### config.mk
export PLATFORM = sky130hd
export DESIGN_NAME = index_shuffle_and_draw_flat
export DESIGN_NICKNAME = d
export VERILOG_FILES = /design/src/hw/rtl/isd_pkg.sv /design/src/hw/rtl/isd_cfg_if.sv /design/src/hw/rtl/isd_in_if.sv /design/src/hw/rtl/isd_out_if.sv /design/src/hw/rtl/isd_ram.sv /design/src/hw/rtl/index_shuffle_and_draw.sv /design/src/flat_wrapper.sv
export SDC_FILE = /design/constraint.sdc
export NUM_CORES = 1
export LEC_CHECK = 0
export BUFFER_PORTS_ARGS = -buffer_cell sky130_fd_sc_hd__buf_2
export CAP_MARGIN = 30
export CORE_MARGIN = 3
export CORE_UTILIZATION = 58
export CTS_BUF_LIST = sky130_fd_sc_hd__clkbuf_8
export CTS_CLUSTER_SIZE = 25
export DETAILED_ROUTE_END_ITERATION = 12
export PLACE_DENSITY_LB_ADDON = 0.1
export SYNTH_ARGS = -nofsm -noshare
export SYNTH_HDL_FRONTEND = slang
export SYNTH_SLANG_ARGS = --single-unit
### constraint.sdc
create_clock -name clk -period 3.65 [get_ports clk]
set_input_delay 0.365 -clock clk [delete_from_list [all_inputs] [get_ports clk]]
set_output_delay 0.365 -clock clk [all_outputs]
set_load 0.01 [all_outputs]
### src/hw/rtl/isd_pkg.sv
// shared types, widths and defaults of the index shuffle and draw engine
package isd_pkg;

	localparam int MAX_ENTRIES_DEF = 32;
	localparam int RANDOM_BITS_DEF = 16;

	localparam int CLASS_SIZE_W   = 6;
	localparam int RANDOM_WORD_W  = 16;
	localparam int PICKED_INDEX_W = 5;

	localparam logic [CLASS_SIZE_W-1:0] CLASS_SIZE_RESET = 6'd1;

	localparam logic MODE_SHUFFLE = 1'b0;
	localparam logic MODE_DRAW    = 1'b1;

	typedef enum logic [3:0] {
		ST_IDLE,
		ST_DIV,
		ST_RD_I,
		ST_RD_J,
		ST_WR_I,
		ST_WR_J,
		ST_DRAW_RD,
		ST_DRAW_DT,
		ST_FIN
	} state_t;

endpackage

### src/hw/rtl/isd_cfg_if.sv
// configuration write channel carrying class_size
interface isd_cfg_if import isd_pkg::*; ();
	logic                    valid;
	logic                    ready;
	logic [CLASS_SIZE_W-1:0] class_size;

	modport source (output valid, output class_size, input ready);
	modport sink   (input valid, input class_size, output ready);
endinterface

### src/hw/rtl/isd_in_if.sv
// input item channel: mode and random word
interface isd_in_if import isd_pkg::*; ();
	logic                     valid;
	logic                     ready;
	logic                     mode;
	logic [RANDOM_WORD_W-1:0] random_word;

	modport source (output valid, output mode, output random_word, input ready);
	modport sink   (input valid, input mode, input random_word, output ready);
endinterface

### src/hw/rtl/isd_out_if.sv
// result item channel: picked index and flags
interface isd_out_if import isd_pkg::*; ();
	logic                      valid;
	logic                      ready;
	logic [PICKED_INDEX_W-1:0] picked_index;
	logic                      pick_valid;
	logic                      shuffle_done;

	modport source (output valid, output picked_index, output pick_valid,
		output shuffle_done, input ready);
	modport sink   (input valid, input picked_index, input pick_valid,
		input shuffle_done, output ready);
endinterface

### src/hw/rtl/isd_ram.sv
// generic single write port, single read port ram with registered read
module isd_ram #(
	parameter int WIDTH = 8,
	parameter int DEPTH = 32
) (
	input  logic                     clk,
	input  logic                     we,
	input  logic [$clog2(DEPTH)-1:0] waddr,
	input  logic [WIDTH-1:0]         wdata,
	input  logic                     re,
	input  logic [$clog2(DEPTH)-1:0] raddr,
	output logic [WIDTH-1:0]         rdata
);
	logic [WIDTH-1:0] mem_q [DEPTH];
	logic [WIDTH-1:0] rdata_q;

	always_ff @(posedge clk) begin
		if (we) begin
			mem_q[waddr] <= wdata;
		end
		if (re) begin
			rdata_q <= mem_q[raddr];
		end
	end

	assign rdata = rdata_q;
endmodule

### src/hw/rtl/index_shuffle_and_draw.sv
// top level of the index shuffle and draw engine
// Random permutation engine over a table of up to MAX_ENTRIES indices, one
// item at a time. A shuffle step (mode 0) takes the remainder by (size - i)
// from a bit-serial restoring divider over a DIV_W-bit dividend, where
// DIV_W is the larger of the used random bits (at most 16) and the cursor
// width plus one; the divider consumes one dividend bit per cycle. Two
// reads and two writes on the table ram (one write and one read port) then
// do the swap. A valid draw (mode 1) goes through the same divider for the
// cursor wrap and one table read; a draw before the shuffle is done skips
// both and answers with its pick valid flag clear. A new item
// is taken once the previous one has moved to the output register, so a
// waiting result does not hold off the next item. The table comes out of
// reset in identity order through per-entry valid bits, with no clearing
// pass; the first step of every pass restores identity order the same way.
module index_shuffle_and_draw import isd_pkg::*; #(
	parameter int MAX_ENTRIES = MAX_ENTRIES_DEF,
	parameter int RANDOM_BITS = RANDOM_BITS_DEF
) (
	input  logic      clk,
	input  logic      arst_n,
	isd_cfg_if.sink   cfg,
	isd_in_if.sink    cmd,
	isd_out_if.source res
);
	localparam int IDX_W  = $clog2(MAX_ENTRIES);
	localparam int SZ_MAX = (MAX_ENTRIES < 63) ? MAX_ENTRIES : 63;
	localparam int SZ_W   = $clog2(SZ_MAX + 1);
	localparam int RND_W  = (RANDOM_BITS < RANDOM_WORD_W) ? RANDOM_BITS : RANDOM_WORD_W;
	localparam int DIV_W  = (RND_W > IDX_W + 1) ? RND_W : IDX_W + 1;
	localparam int CNT_W  = $clog2(DIV_W);
	localparam int SUM_W  = ((IDX_W > SZ_W) ? IDX_W : SZ_W) + 1;

	state_t state_q, state_d;

	logic                      op_draw_q;
	logic [DIV_W-1:0]          dvd_q;
	logic [SZ_W-1:0]           rem_q;
	logic [SZ_W-1:0]           dvs_q;
	logic [CNT_W-1:0]          cnt_q;
	logic [IDX_W-1:0]          i_q;
	logic [IDX_W-1:0]          j_q;
	logic [IDX_W-1:0]          ti_q;
	logic [SZ_W-1:0]           pos_q;
	logic [IDX_W-1:0]          cursor_q;
	logic                      done_q;
	logic [CLASS_SIZE_W-1:0]   cs_q;
	logic [MAX_ENTRIES-1:0]    vld_q;
	logic                      rd_vld_q;
	logic [IDX_W-1:0]          rd_addr_q;
	logic [PICKED_INDEX_W-1:0] res_pick_q;
	logic                      res_valid_q;
	logic                      out_valid_q;
	logic [PICKED_INDEX_W-1:0] out_pick_q;
	logic                      out_pv_q;
	logic                      out_done_q;

	logic              acc;
	logic              out_load;
	logic [SZ_W-1:0]   size;
	logic [SZ_W-1:0]   pos_eff;
	logic [SZ_W:0]     rem_sh;
	logic [SZ_W-1:0]   rem_nx;
	logic [IDX_W:0]    cur_inc;
	logic [SZ_W:0]     pos_inc;
	logic [SUM_W-1:0]  j_sum;
	logic              div_last;

	logic              ram_we;
	logic [IDX_W-1:0]  ram_waddr;
	logic [IDX_W-1:0]  ram_wdata;
	logic              ram_re;
	logic [IDX_W-1:0]  ram_raddr;
	logic [IDX_W-1:0]  ram_rdata;
	logic [IDX_W-1:0]  rd_value;

	isd_ram #(
		.WIDTH (IDX_W),
		.DEPTH (MAX_ENTRIES)
	) u_table (
		.clk   (clk),
		.we    (ram_we),
		.waddr (ram_waddr),
		.wdata (ram_wdata),
		.re    (ram_re),
		.raddr (ram_raddr),
		.rdata (ram_rdata)
	);

	// effective size: zero acts as one, clamp to table depth
	always_comb begin
		if (cs_q == '0) begin
			size = SZ_W'(1);
		end else if ({26'd0, cs_q} > MAX_ENTRIES) begin
			size = SZ_W'(MAX_ENTRIES);
		end else begin
			size = SZ_W'(cs_q);
		end
	end

	assign pos_eff  = (pos_q >= size) ? '0 : pos_q;
	assign acc      = cmd.valid && cmd.ready;
	assign out_load = (state_q == ST_FIN) && (!out_valid_q || res.ready);
	assign rem_sh   = {rem_q, dvd_q[DIV_W-1]};
	assign rem_nx   = (rem_sh >= {1'b0, dvs_q}) ? SZ_W'(rem_sh - {1'b0, dvs_q})
		: SZ_W'(rem_sh);
	assign cur_inc  = {1'b0, cursor_q} + (IDX_W+1)'(1);
	assign pos_inc  = (SZ_W+1)'(SZ_W'(i_q)) + (SZ_W+1)'(1);
	assign j_sum    = SUM_W'(i_q) + SUM_W'(rem_q);
	assign div_last = (cnt_q == CNT_W'(DIV_W - 1));
	assign rd_value = rd_vld_q ? ram_rdata : rd_addr_q;

	// next state
	always_comb begin
		state_d = state_q;
		case (state_q)
			ST_IDLE: begin
				if (acc) begin
					if (cmd.mode == MODE_SHUFFLE || done_q) begin
						state_d = ST_DIV;
					end else begin
						state_d = ST_FIN;
					end
				end
			end
			ST_DIV: begin
				if (div_last) begin
					state_d = op_draw_q ? ST_DRAW_RD : ST_RD_I;
				end
			end
			ST_RD_I:    state_d = ST_RD_J;
			ST_RD_J:    state_d = ST_WR_I;
			ST_WR_I:    state_d = ST_WR_J;
			ST_WR_J:    state_d = ST_FIN;
			ST_DRAW_RD: state_d = ST_DRAW_DT;
			ST_DRAW_DT: state_d = ST_FIN;
			ST_FIN: begin
				if (out_load) begin
					state_d = ST_IDLE;
				end
			end
			default:    state_d = ST_IDLE;
		endcase
	end

	// outputs of the sequencer
	always_comb begin
		cmd.ready = 1'b0;
		ram_we    = 1'b0;
		ram_waddr = i_q;
		ram_wdata = rd_value;
		ram_re    = 1'b0;
		ram_raddr = i_q;
		case (state_q)
			ST_IDLE: cmd.ready = 1'b1;
			ST_RD_I: begin
				ram_re    = 1'b1;
				ram_raddr = i_q;
			end
			ST_RD_J: begin
				ram_re    = 1'b1;
				ram_raddr = j_q;
			end
			ST_WR_I: begin
				ram_we    = 1'b1;
				ram_waddr = i_q;
				ram_wdata = rd_value;
			end
			ST_WR_J: begin
				ram_we    = 1'b1;
				ram_waddr = j_q;
				ram_wdata = ti_q;
			end
			ST_DRAW_RD: begin
				ram_re    = 1'b1;
				ram_raddr = IDX_W'(rem_q);
			end
			default: begin
				cmd.ready = 1'b0;
			end
		endcase
	end

	assign cfg.ready        = 1'b1;
	assign res.valid        = out_valid_q;
	assign res.picked_index = out_pick_q;
	assign res.pick_valid   = out_pv_q;
	assign res.shuffle_done = out_done_q;

	always_ff @(posedge clk or negedge arst_n) begin
		if (!arst_n) begin
			state_q     <= ST_IDLE;
			pos_q       <= '0;
			cursor_q    <= '0;
			done_q      <= 1'b0;
			cs_q        <= CLASS_SIZE_RESET;
			vld_q       <= '0;
			out_valid_q <= 1'b0;
		end else begin
			state_q <= state_d;
			if (cfg.valid && cfg.ready) begin
				cs_q <= cfg.class_size;
			end
			if (acc && cmd.mode == MODE_SHUFFLE && pos_eff == '0) begin
				// new pass: table back to identity order
				vld_q  <= '0;
				done_q <= 1'b0;
			end
			if (state_q == ST_WR_I) begin
				vld_q[i_q] <= 1'b1;
			end
			if (state_q == ST_WR_J) begin
				vld_q[j_q] <= 1'b1;
				if (pos_inc >= (SZ_W+1)'(size)) begin
					pos_q  <= '0;
					done_q <= 1'b1;
				end else begin
					pos_q  <= SZ_W'(pos_inc);
				end
			end
			if (state_q == ST_DRAW_RD) begin
				cursor_q <= IDX_W'(rem_q);
			end
			if (out_load) begin
				out_valid_q <= 1'b1;
			end else if (res.ready) begin
				out_valid_q <= 1'b0;
			end
		end
	end

	// datapath registers
	always_ff @(posedge clk) begin
		if (acc) begin
			op_draw_q   <= (cmd.mode == MODE_DRAW);
			rem_q       <= '0;
			cnt_q       <= '0;
			res_pick_q  <= '0;
			res_valid_q <= 1'b0;
			i_q         <= IDX_W'(pos_eff);
			if (cmd.mode == MODE_SHUFFLE) begin
				dvd_q <= DIV_W'(cmd.random_word[RND_W-1:0]);
				dvs_q <= size - pos_eff;
			end else begin
				dvd_q <= DIV_W'(cur_inc);
				dvs_q <= size;
			end
		end
		if (state_q == ST_DIV) begin
			rem_q <= rem_nx;
			dvd_q <= dvd_q << 1;
			cnt_q <= cnt_q + CNT_W'(1);
		end
		if (state_q == ST_RD_I) begin
			j_q <= IDX_W'(j_sum);
		end
		if (state_q == ST_RD_J) begin
			ti_q <= rd_value;
		end
		if (state_q == ST_DRAW_DT) begin
			res_pick_q  <= PICKED_INDEX_W'(rd_value);
			res_valid_q <= 1'b1;
		end
		if (ram_re) begin
			rd_vld_q  <= vld_q[ram_raddr];
			rd_addr_q <= ram_raddr;
		end
		if (out_load) begin
			out_pick_q <= res_pick_q;
			out_pv_q   <= res_valid_q;
			out_done_q <= done_q;
		end
	end

	a_pick_needs_done: assert property (@(posedge clk) disable iff (!arst_n)
		res.valid |-> !(res.pick_valid && !res.shuffle_done))
		else $error("valid pick reported without a finished shuffle");

	a_rem_below_divisor: assert property (@(posedge clk) disable iff (!arst_n)
		(state_q == ST_DIV) |-> (dvs_q != '0 && rem_q < dvs_q))
		else $error("divider remainder out of range");

	a_swap_order: assert property (@(posedge clk) disable iff (!arst_n)
		(state_q == ST_WR_J) |-> (j_q >= i_q && $past(state_q) == ST_WR_I))
		else $error("swap partner below current position");

	a_draw_wraps: assert property (@(posedge clk) disable iff (!arst_n)
		(state_q == ST_DRAW_DT) |-> (SZ_W'(cursor_q) < size))
		else $error("draw cursor not below size");
endmodule
### src/flat_wrapper.sv
// flat-port wrapper written by rule: the top's interface ports become plain ports
module index_shuffle_and_draw_flat import isd_pkg::*;
#(
	parameter int MAX_ENTRIES = MAX_ENTRIES_DEF,
	parameter int RANDOM_BITS = RANDOM_BITS_DEF
)
  (clk, arst_n, cfg_valid, cfg_class_size, cfg_ready, cmd_valid, cmd_mode, cmd_random_word, cmd_ready, res_valid, res_picked_index, res_pick_valid, res_shuffle_done, res_ready);
  isd_cfg_if cfg_i ();
  isd_in_if cmd_i ();
  isd_out_if res_i ();
  input  logic clk;
  input  logic arst_n;
  input wire logic [$bits(cfg_i.valid)-1:0] cfg_valid;
  input wire logic [$bits(cfg_i.class_size)-1:0] cfg_class_size;
  output wire logic [$bits(cfg_i.ready)-1:0] cfg_ready;
  input wire logic [$bits(cmd_i.valid)-1:0] cmd_valid;
  input wire logic [$bits(cmd_i.mode)-1:0] cmd_mode;
  input wire logic [$bits(cmd_i.random_word)-1:0] cmd_random_word;
  output wire logic [$bits(cmd_i.ready)-1:0] cmd_ready;
  output wire logic [$bits(res_i.valid)-1:0] res_valid;
  output wire logic [$bits(res_i.picked_index)-1:0] res_picked_index;
  output wire logic [$bits(res_i.pick_valid)-1:0] res_pick_valid;
  output wire logic [$bits(res_i.shuffle_done)-1:0] res_shuffle_done;
  input wire logic [$bits(res_i.ready)-1:0] res_ready;
  assign cfg_i.valid = cfg_valid;
  assign cfg_i.class_size = cfg_class_size;
  assign cfg_ready = cfg_i.ready;
  assign cmd_i.valid = cmd_valid;
  assign cmd_i.mode = cmd_mode;
  assign cmd_i.random_word = cmd_random_word;
  assign cmd_ready = cmd_i.ready;
  assign res_valid = res_i.valid;
  assign res_picked_index = res_i.picked_index;
  assign res_pick_valid = res_i.pick_valid;
  assign res_shuffle_done = res_i.shuffle_done;
  assign res_i.ready = res_ready;
  index_shuffle_and_draw #(.MAX_ENTRIES(MAX_ENTRIES), .RANDOM_BITS(RANDOM_BITS)) u_core (.clk(clk), .arst_n(arst_n), .cfg(cfg_i), .cmd(cmd_i), .res(res_i));
endmodule
==> metrics.md, run 1 <==
| Metric | Value |
|---|---|
| Outcome | `finished, final reports clean` |
| Number of flops mapped to enable cells by yosys | `230` |
| Vias in the first global route | `8652` |
| Nets | `1195` |
| Min cycle time layout | `3.46 ns` |
| Synthesized area | `0.0135 mm^2` |
| Post-Syn Instances | `1067` |
| Starting density of the core | `59.4%` |
| Pint | `7.78 mW` |
| Synth top area share | `51.1%` |
| #FFs+latches synth | `287` |
| Leak | `5.95 nW` |
| Fillcell total | `1737` |
| Placed Cells | `1389` |
| Max cap viols | `0` |
| Largest net degree at the start of global routing | `43` |
| Endpoint class of the critical path | `register` |
| DRC viols | `0` |
| Vias per cell | `6.01` |
| Main area contributors after synthesis | `edfxtp_1, dfrtp_1, mux2i_1, ha_1, nand2_1` |
| Bufs on Longest Clock Path | `3` |
| Internal reg-to-reg setup slack | `0.19 ns` |
| Post-route clock period utilization | `94.8%` |
| Mapped Nets | `1131` |
| IO Pins | `38` |
| P per Cell Area | `816 mW/mm^2` |
| Combinational share of power | `37.5%` |
| Routed Antenna Nets | `0` |
| Die height | `159 um` |
| Global-route wire length before repair | `47900 um` |
| Clock-pin slew on the worst setup and hold paths | `0.06 ns` |
| Synth Warn # | `0` |
| Crit path max fanout | `5` |
| CTS root buf | `clkbuf_8` |
| Post-synth top area cell | `edfxtp_1` |
| Ys async rst share | `19.2%` |
| Layout cell share with drive strength beyond 1 | `14.2%` |
| Via count | `8910` |
| Max_slew headroom | `33.4%` |
| P&R area growth vs syn | `11.8%` |
| Final setup fails | `0` |
| Layout Skew | `0.0298 ns` |
| Seq/Total Area, Yosys | `61.6%` |
| Final-report hold violation count | `0` |
| Core area | `0.0228 mm^2` |
| Diode count | `0` |
| Hold Path Class | `in2reg` |
| Sequential group share of total power | `41.6%` |
| HPWL after DPL | `20200 um` |
| Final cell count without fillers | `1483` |
| Congestion Overflow GR | `0` |
| Clock sink count | `287` |
| Final wirelength | `30500 um` |
| 1st-iter DRT viols | `780` |
| Power Total | `12.3 mW` |
| Final Max Tran Viols | `0` |
| Antenna violations before repair | `0` |
| Die Area | `0.0252 mm^2` |
| CTS Buf Count | `47` |
| Switch share | `36.9%` |
| Number of distinct library cells after synthesis | `71` |
| Die Span X | `159 um` |
| Syn Area/Cell | `12.7 um^2` |
| Multi-input gate area | `0.00488 mm^2` |
| Worst VDD drop | `428 uV` |
| CP arrival | `3.77 ns` |
| Data required time of the critical path | `3.96 ns` |
| WS Path Type | `reg2reg` |
| Clock power frac | `20.8%` |
| Final Wtd Congestion | `0.831` |
| Wire per inst | `20.6 um` |
| Top FF cell, synth | `edfxtp_1` |
| CP startpoint kind | `register` |
| Clock insertion delay at the later pin of the skew report | `0.56 ns` |
| H-tree level count | `2` |
| Most frequent cells in the layout | `edfxtp_1, mux2i_1, nand2_1, nor2_1, inv_1` |
| Total global-route track usage | `24.6%` |
| Register area | `0.00832 mm^2` |
| CTS tree | `built` |
| First-pass detailed-route iteration total | `5` |
| # rows | `55` |
| Commonest non-fill, non-tap cell in the layout | `edfxtp_1` |
| IO Port Bufs | `36` |
| Psw | `4.55 mW` |
| Fmax | `289 MHz` |
| Least-Margin Pin Slew | `0.999 ns` |
-- synth_stat cells, types with 6 or more instances --
cell type	instances
nand3_1	15
a21o_1	9
o31ai_1	6
ha_1	33
nor2_1	105
edfxtp_1	230
nor2b_1	9
a22oi_1	8
a21oi_1	27
buf_2	17
o21ai_0	34
nor3_1	12
dfrtp_1	54
xnor2_1	12
nand2_1	106
inv_1	43
a22o_1	15
a211oi_1	6
clkbuf_1	31
nand4_1	7
a32oi_1	16
a221o_1	32
xor2_1	6
nand2b_1	14
buf_1	6
mux2i_1	127
-- state kept, by name, indices dropped and copies added (netlist names), 4 cells and up --
register	count
u_core.u_table.mem_q	160
u_core.vld_q	32
u_core.dvd_q	16
u_core.cs_q	6
u_core.dvs_q	6
u_core.pos_q	6
u_core.rem_q	6
u_core.cursor_q	5
u_core.i_q	5
u_core.j_q	5
u_core.rd_addr_q	5
u_core.res.picked_index	5
u_core.res_pick_q	5
u_core.ti_q	5
u_core.u_table.rdata	5
u_core.cnt_q	4
u_core.state_q	4
-- per-layer routing --
metal / track usage [%] / vias up / routed length [um]
met5: 0 / - / 0
met4: 7.74 / 0 / 675
met3: 3.94 / 55 / 2110
met2: 37.6 / 319 / 14000
met1: 36.6 / 4399 / 13700
li1: - / 4137 / -
-- repair_timing --
action,CTS,global route
gates cloned,0,0
setup buffers,0,4
endpoints found under the setup margin,1,1
pin swaps,0,11
hold buffers,2,0
gates resized for setup,2,11
endpoints found under the hold margin,29,0
-- worst paths after layout --
path / startpoint / end / cells past startpoint
min in group asynchronous: arst_n / u_core.cursor_q[3] / 2
min: cfg_class_size[2] / u_core.cs_q[2] / 2
max reg2reg: u_core.cs_q[1] / u_core.dvs_q[5] / 16
max in group asynchronous: arst_n / u_core.cs_q[0] / 3
min reg2reg: u_core.res_pick_q[2] / u_core.res.picked_index[2] / 0
max: u_core.cs_q[1] / u_core.dvs_q[5] / 16
-- power by group through the flow --
stage / Combinational (mW) / Clock, mW / Sequential (mW)
6_report: 4.63 / 2.57 / 5.13
5_1_grt: 5.07 / 2.77 / 5.20
4_1_cts: 4.53 / 2.61 / 5.12
3_5_place_dp: 4.50 / 0 / 5.18
3_3_place_gp: 4.42 / 0 / 5.16
2_1_floorplan: 3.24 / 0 / 4.98
-- per-stage QoR --
step	utilization (%)	TNS [ns]	hold slack [ns]	setup slack [ns]	cell area (um^2)
2_1_floorplan	-	0	0.0694	0.114	13500
3_3_place_gp	62.0	0	0.403	0.0389	14100
3_5_place_dp	62.1	-0.108	0.405	-0.108	14100
4_1_cts	66.0	0	0.0162	0.0245	15000
5_1_grt	66.4	-0.0372	0.0272	-0.0372	15100
6_report	66.4	0	0.0412	0.188	15100
-- cell families (layout without fill, tap and decap cells) --
family / count (synthesis) / count (layout) / share of synthesized area [%]
simple gates: 307 / 307 / 10.4
flops: 287 / 287 / 61.6
compound gates: 185 / 185 / 10.4
mux: 132 / 132 / 9.82
buf+inv: 101 / 204 / 3.04
fa+ha+maj: 36 / 36 / 3.50
xor+xnor: 18 / 18 / 1.17
other cells: 1 / 1 / 0.0277
-- critical path, cell delays in order (launching register included) --
cell,delay (ns)
dfrtp_1,0.41
nor4_2,0.27
nor2_1,0.07
nor2_1,0.17
ha_1,0.25
nand2b_1,0.14
a21o_1,0.17
a21oi_1,0.11
o2111a_2,0.23
buf_4,0.14
nand2_1,0.08
ha_1,0.34
a21boi_2,0.17
o21a_1,0.20
a211o_1,0.24
a21oi_2,0.15
xnor2_1,0.07
-- area by class of cell --
class	instances	share of cell area (%)
repair buffers	71	3.21
flip-flops and latches	287	55.1
inverters	45	1.12
clock inverters	38	1.20
multi-input cells	679	32.3
well taps	313	2.59
clock buffers	50	4.55
(Power assumes the default switching activity.)
==> run 2, diff against run 1 <==
--- a/config.mk
+++ b/config.mk
@@ -7,11 +7,13 @@
 export LEC_CHECK = 0
 export BUFFER_PORTS_ARGS = -buffer_cell sky130_fd_sc_hd__buf_2
 export CAP_MARGIN = 30
+export CORE_ASPECT_RATIO = 0.9
 export CORE_MARGIN = 3
 export CORE_UTILIZATION = 58
 export CTS_BUF_LIST = sky130_fd_sc_hd__clkbuf_8
 export CTS_CLUSTER_SIZE = 25
 export DETAILED_ROUTE_END_ITERATION = 12
+export GPL_TIMING_DRIVEN = 0
 export PLACE_DENSITY_LB_ADDON = 0.1
 export SYNTH_ARGS = -nofsm -noshare
 export SYNTH_HDL_FRONTEND = slang
==> run 2 against run 1 <==
  * Critical path depth fell by 8
  * Via count rose by 2.3%
  * Global-route usage rose by 1.6 points
  * Worst setup slack got worse by 0.16 ns
==> metrics.md, run 2 (synthesis results as in run 1) <==
| Metric | Value |
|---|---|
| M1 wire length | `15300 um` |
| 1st-iter DRT viols | `1021` |
| Die height | `151 um` |
| IO Port Bufs | `35` |
| P per Cell Area | `835 mW/mm^2` |
| Layout Skew | `0.0189 ns` |
| Bufs on Longest Clock Path | `3` |
| # rows | `52` |
| IO Pins | `38` |
| Starting density of the core | `59.5%` |
| Clock-pin slew on the worst setup and hold paths | `0.07 ns` |
| CTS tree | `built` |
| CTS root buf | `clkbuf_8` |
| Min cycle time layout | `3.62 ns` |
| Clock sink count | `287` |
| Routed Antenna Nets | `0` |
| Layout cell share with drive strength beyond 1 | `14.4%` |
| Final Wtd Congestion | `0.916` |
| Final Max Tran Viols | `0` |
| Fin util | `67.0%` |
| Vias per cell | `6.09` |
| WL met3 | `2750 um` |
| Data required time of the critical path | `3.95 ns` |
| Top Layer Used | `met4` |
| WS Path Type | `reg2reg` |
| Diode count | `0` |
| Clock insertion delay at the later pin of the skew report | `0.56 ns` |
| Slowest Stage Delay on Critical Path | `0.73 ns` |
| Largest net degree at the start of global routing | `34` |
| Setup TNS | `0 ns` |
| Die Span X | `167 um` |
| Met2 wire length | `14300 um` |
| Leak | `5.97 nW` |
| Crit path max fanout | `17` |
| CP dominant cell by count | `clkbuf_1` |
| Multi-input gate area | `0.00485 mm^2` |
| Die Area | `0.0252 mm^2` |
| Most frequent cells in the layout | `edfxtp_1, mux2i_1, nand2_1` |
| P&R area growth vs syn | `12.6%` |
| Antenna violations before repair | `0` |
| Congestion Overflow GR | `0` |
| Global-route wire length before repair | `50900 um` |
| First-pass detailed-route iteration total | `5` |
| Crit-path slowest cell | `clkbuf_1` |
| Power Total | `12.7 mW` |
| Final-report hold violation count | `0` |
| CP arrival | `3.92 ns` |
| Fillcell total | `1738` |
| Worst VDD drop | `448 uV` |
| Register area | `0.00832 mm^2` |
| Vias in the first global route | `8869` |
| Least-Margin Pin Slew | `1.03 ns` |
| CTS Buf Count | `46` |
| H-tree level count | `2` |
| Total global-route track usage | `26.2%` |
| Final wirelength | `32900 um` |
| Commonest non-fill, non-tap cell in the layout | `edfxtp_1` |
| Critical-path cell list | `clkbuf_1 > nand2b_1 > nor2_1 > nand2_1 > clkbuf_1 > clkbuf_1 > a21oi_2 > buf_8` |
| Outcome | `finished, final reports clean` |
| HPWL after DPL | `22800 um` |
| Post-route clock period utilization | `99.1%` |
| Most flop-heavy register | `u_core.u_table.mem_q` |
| Via count | `9113` |
| Nets | `1227` |
| Wire per inst | `22.0 um` |
| Max cap viols | `0` |
| CP startpoint kind | `register` |
| Final setup fails | `0` |
| Endpoint class of the critical path | `register` |
| Largest regs | `u_core.u_table.mem_q x160, u_core.vld_q x32, u_core.dvd_q x16` |
| Core area | `0.0227 mm^2` |
| Max_slew headroom | `31.0%` |
| Max FFs per register | `160` |
| Fmax | `276 MHz` |
| DRC viols | `0` |
| Hold Path Class | `in2reg` |
| Unrepaired setup endpoints after global routing | `true` |
==> run 2: cell types whose count changed in the layout (fill, tap and decap cells not counted), sizes merged <==
cell         before  now
dlygate4sd3       2    1
inv              61   53
clkbuf           50   83
clkinvlp          1    2
bufinv            1    2
buf              69   72
clkinv           20   21
==> run 2: power breakdown <==
| group | total [mW] | internal, mW | switching, mW |
|---|---|---|---|
| Sequential | 5.05 | 4.66 | 0.388 |
| Combinational | 4.91 | 1.81 | 3.10 |
| Clock | 2.76 | 1.46 | 1.29 |
==> run 2: worst paths after layout <==
path                                 startpoint                          end  slack (ns)  cells past startpoint
min in group asynchronous                arst_n              u_core.vld_q[5]        0.33                      2
hold reg to reg            u_core.res_pick_q[4]   u_core.res.picked_index[4]        0.42                      0
setup / recovery              u_core.state_q[3]  u_core.u_table.mem_q[30][1]        0.03                      8
hold / removal                cfg_class_size[5]               u_core.cs_q[5]        0.03                      3
setup reg to reg              u_core.state_q[3]  u_core.u_table.mem_q[30][1]        0.03                      8
max in group asynchronous                arst_n             u_core.vld_q[24]        2.74                      3
==> run 2: cell type report <==
type	instances	area share, %
Buffer	56	1.59
Clock buffer	52	4.70
Clock inverter	33	1.36
Inverter	45	1.11
Multi-Input combinational cell	679	31.8
Sequential cell	287	54.7
Tap cell	297	2.44
Timing Repair Buffer	48	2.27
==> run 2: worst max-delay path: cells and delay by family, from the launching register on <==
kind                   cells  cell delay, ns
AO/OA/AOI/OAI              1            0.45
buffers and inverters      4            1.92
flip-flops                 1            0.44
AND/OR/NAND/NOR            3            0.54
==> run 2: stage by stage <==
| stage | hold slack (ns) | area [um^2] | instances | setup slack (ns) |
|---|---|---|---|---|
| after global routing | 0.0235 | 15200 | 1497 | -0.155 |
| after CTS | 0.00547 | 15200 | 1496 | 0.0116 |
| after global placement | 0.401 | 14100 | 1399 | -0.995 |
| final | 0.0257 | 15200 | 1497 | 0.0319 |
| after detailed placement | 0.381 | 14200 | 1407 | -0.360 |
| after floorplan | 0.0694 | 13500 | 1067 | 0.114 |
==> run 2: repair_timing <==
| action | CTS | global route |
|---|---|---|
| gates resized for setup | 4 | 10 |
| buffers inserted | 3 | 1 |
| hold buffers | 1 | 0 |
| pin swaps | 3 | 5 |
| endpoints found under the setup margin | 1 | 127 |
| endpoints found under the hold margin | 21 | 0 |
==> run 2: layer usage <==
layer / track usage [%] / vias up
li1: - / 4198
met1: 40.7 / 4484
met2: 38.6 / 383
met3: 4.70 / 48
met4: 6.64 / 0
met5: 0 / -
==> run 3, diff against run 2 <==
--- a/config.mk
+++ b/config.mk
@@ -14,6 +14,7 @@
 export CTS_CLUSTER_SIZE = 25
 export DETAILED_ROUTE_END_ITERATION = 12
 export GPL_TIMING_DRIVEN = 0
+export HOLD_SLACK_MARGIN = 0.08
 export PLACE_DENSITY_LB_ADDON = 0.1
 export SYNTH_ARGS = -nofsm -noshare
 export SYNTH_HDL_FRONTEND = slang
==> run 3 against run 2 <==
  * Global-route usage grew 0.12 points
  * Register-to-register slack is essentially flat
  * Sequential power is essentially flat
  * Hold slack gained 0.078 ns
  * Final area grew 0.59%
  * Clock power is essentially flat
  * Worst setup slack gained 0.0066 ns
  * Via count grew 0.31%
  * Sequential share of layout area shrank 0.32 points
  * Critical path depth shrank 1
  * Largest cell class unchanged
  * Clock-buffer cell count is the same
==> metrics.md, run 3 (synthesis results as in run 1) <==
| Metric | Value |
|---|---|
| IO Pins | `38` |
| Clock insertion delay at the later pin of the skew report | `0.56 ns` |
| # rows | `52` |
| Total global-route track usage | `26.3%` |
| Leak | `6.01 nW` |
| First-pass detailed-route iteration total | `7` |
| Commonest non-fill, non-tap cell in the layout | `edfxtp_1` |
| Internal reg-to-reg setup slack | `0.04 ns` |
| Routed Antenna Nets | `0` |
| 1st-iter DRT viols | `1046` |
| Fin util | `67.4%` |
| CP bufs+invs | `4` |
| Antenna violations before repair | `0` |
| Wire per inst | `21.8 um` |
| IO Port Bufs | `35` |
| H-tree level count | `2` |
| Diode count | `0` |
| Clock sink count | `287` |
| Global-route wire length before repair | `51100 um` |
| Min cycle time layout | `3.61 ns` |
| Final Wtd Congestion | `0.916` |
| Max cap viols | `0` |
| Final instance area | `0.0153 mm^2` |
| Vias per cell | `6.07` |
| Largest regs | `u_core.u_table.mem_q x160, u_core.vld_q x32, u_core.dvd_q x16` |
| Crit path max fanout | `17` |
| Hold Path Class | `in2reg` |
| Congestion Overflow GR | `0` |
| Largest delay share family, worst path | `buffers and inverters` |
| Psw | `4.77 mW` |
| HPWL after DPL | `22800 um` |
| Sequential group share of total power | `39.7%` |
| Hold Startpoint | `cmd_random_word[7]` |
| Bufs on Longest Clock Path | `3` |
| Most flop-heavy register | `u_core.u_table.mem_q` |
| Vias in the first global route | `8910` |
| Largest net degree at the start of global routing | `34` |
| CTS tree | `built` |
| Cell Area, Placed | `0.0142 mm^2` |
| Slowest Stage Delay on Critical Path | `0.73 ns` |
| WS Path Type | `reg2reg` |
| Fillcell total | `1731` |
| Post-route clock period utilization | `98.9%` |
| CTS Buf Count | `46` |
| DRC viols | `0` |
| Max_slew headroom | `31.7%` |
| Data required time of the critical path | `3.94 ns` |
| RR Startpoint | `u_core.state_q[1]` |
| Die height | `151 um` |
| WL met3 | `2670 um` |
| Via count | `9141` |
| Fmax | `277 MHz` |
| M1 wire length | `15300 um` |
| P&R area growth vs syn | `13.3%` |
| CP dominant cell by count | `clkbuf_1` |
| Endpoint class of the critical path | `register` |
| Switch share | `37.5%` |
| CTS root buf | `clkbuf_8` |
| P per Cell Area | `830 mW/mm^2` |
| Final setup fails | `0` |
| Register area | `0.00832 mm^2` |
| Combinational share of power | `38.7%` |
| Die Span X | `167 um` |
| CP arrival | `3.90 ns` |
| Post-Place Setup Slack | `-0.360 ns` |
| Least-Margin Pin Slew | `1.02 ns` |
| Multi-input gate area | `0.00485 mm^2` |
| Clock-pin slew on the worst setup and hold paths | `0.07 ns` |
| Crit-path slowest cell | `clkbuf_1` |
| Starting density of the core | `59.5%` |
| Power Total | `12.7 mW` |
| Fin Hold WS | `0.104 ns` |
| Clock power frac | `21.6%` |
| Core area | `0.0227 mm^2` |
| Final Max Tran Viols | `0` |
| Final-report hold violation count | `0` |
| Outcome | `finished, final reports clean` |
| Pint | `7.94 mW` |
| Fin worst setup slack | `0.0385 ns` |
| Layout Skew | `0.0189 ns` |
| Unrepaired setup endpoints after global routing | `true` |
| Endpoint, Worst Hold | `u_core.dvd_q[7]` |
| Layout cell share with drive strength beyond 1 | `14.3%` |
| Final wirelength | `32900 um` |
| Worst VDD drop | `448 uV` |
| Nets | `1236` |
| Reg2Reg Depth | `7` |
| Met2 wire length | `14300 um` |
| Hold Path Depth | `2` |
| Top Layer Used | `met4` |
| Most frequent cells in the layout | `edfxtp_1, mux2i_1, nand2_1` |
| Worst R2R End | `u_core.u_table.mem_q[6][0]` |
| Critical-path cell list | `clkbuf_1 > nor2_1 > nand2_1 > clkbuf_1 > clkbuf_1 > a21oi_2 > buf_8` |
| CP startpoint kind | `register` |
| Die Area | `0.0252 mm^2` |
| Max FFs per register | `160` |
## run 3: changes by cell type in the layout (fill, tap and decap cells not counted)
cell | previous run | this run
dlygate4sd3_1 | 1 | 10
## run 3: worst register-to-register path: stages, from the launching register on
cell      delay, ns
dfrtp_1        0.49
clkbuf_1       0.41
nor2_1         0.20
nand2_1        0.24
clkbuf_1       0.53
clkbuf_1       0.73
a21oi_2        0.44
buf_8          0.28
## run 3: how the worst max path moves through the flow
stage / startpoint / endpoint / slack [ns] / cells after the start
finish: u_core.state_q[1] / u_core.u_table.mem_q[6][0] / 0.04 / 7
CTS: u_core.cs_q[1] / u_core.dvs_q[5] / 0.01 / 17
floorplan: u_core.cs_q[4] / u_core.dvs_q[5] / 0.11 / 17
detailed placement: u_core.cs_q[4] / u_core.dvs_q[5] / -0.36 / 17
global placement: u_core.state_q[3] / u_core.u_table.mem_q[13][0] / -0.99 / 7
global route: u_core.state_q[3] / u_core.u_table.mem_q[16][3] / -0.15 / 8
## run 3: stage by stage
step,setup TNS [ns],instances
6_report,0,1506
5_1_grt,-8.03,1506
4_1_cts,0,1505
3_5_place_dp,-0.360,1407
3_3_place_gp,-144.18,1399
2_1_floorplan,0,1067
## run 3: layout make-up
type	instances	area share, %
multi-input cells	679	31.7
flip-flops and latches	287	54.4
plain buffers	56	1.59
clock buffers	52	4.67
repair buffers	57	2.84
inverters	45	1.10
well taps	297	2.43
clock inverters	33	1.36
## run 3: power groups by stage
stage / clock network (mW) / registers, mW / logic (mW)
3_5_place_dp: 0 / 5.10 / 4.75
5_1_grt: 2.95 / 5.11 / 5.36
2_1_floorplan: 0 / 4.98 / 3.24
4_1_cts: 2.79 / 5.03 / 4.81
3_3_place_gp: 0 / 5.12 / 4.46
6_report: 2.75 / 5.05 / 4.91
## run 3: per-layer routing
metal	up-vias	global-route usage, %
met5	-	0
met4	0	6.64
met3	49	4.70
met2	377	39.0
met1	4497	40.8
li1	4218	-
## run 3: repair_timing
action,CTS,global route
gates resized for setup,4,10
buffers inserted,3,1
endpoints found under the setup margin,1,127
pin swaps,3,5
hold endpoints to repair,30,0
hold buffers,10,0
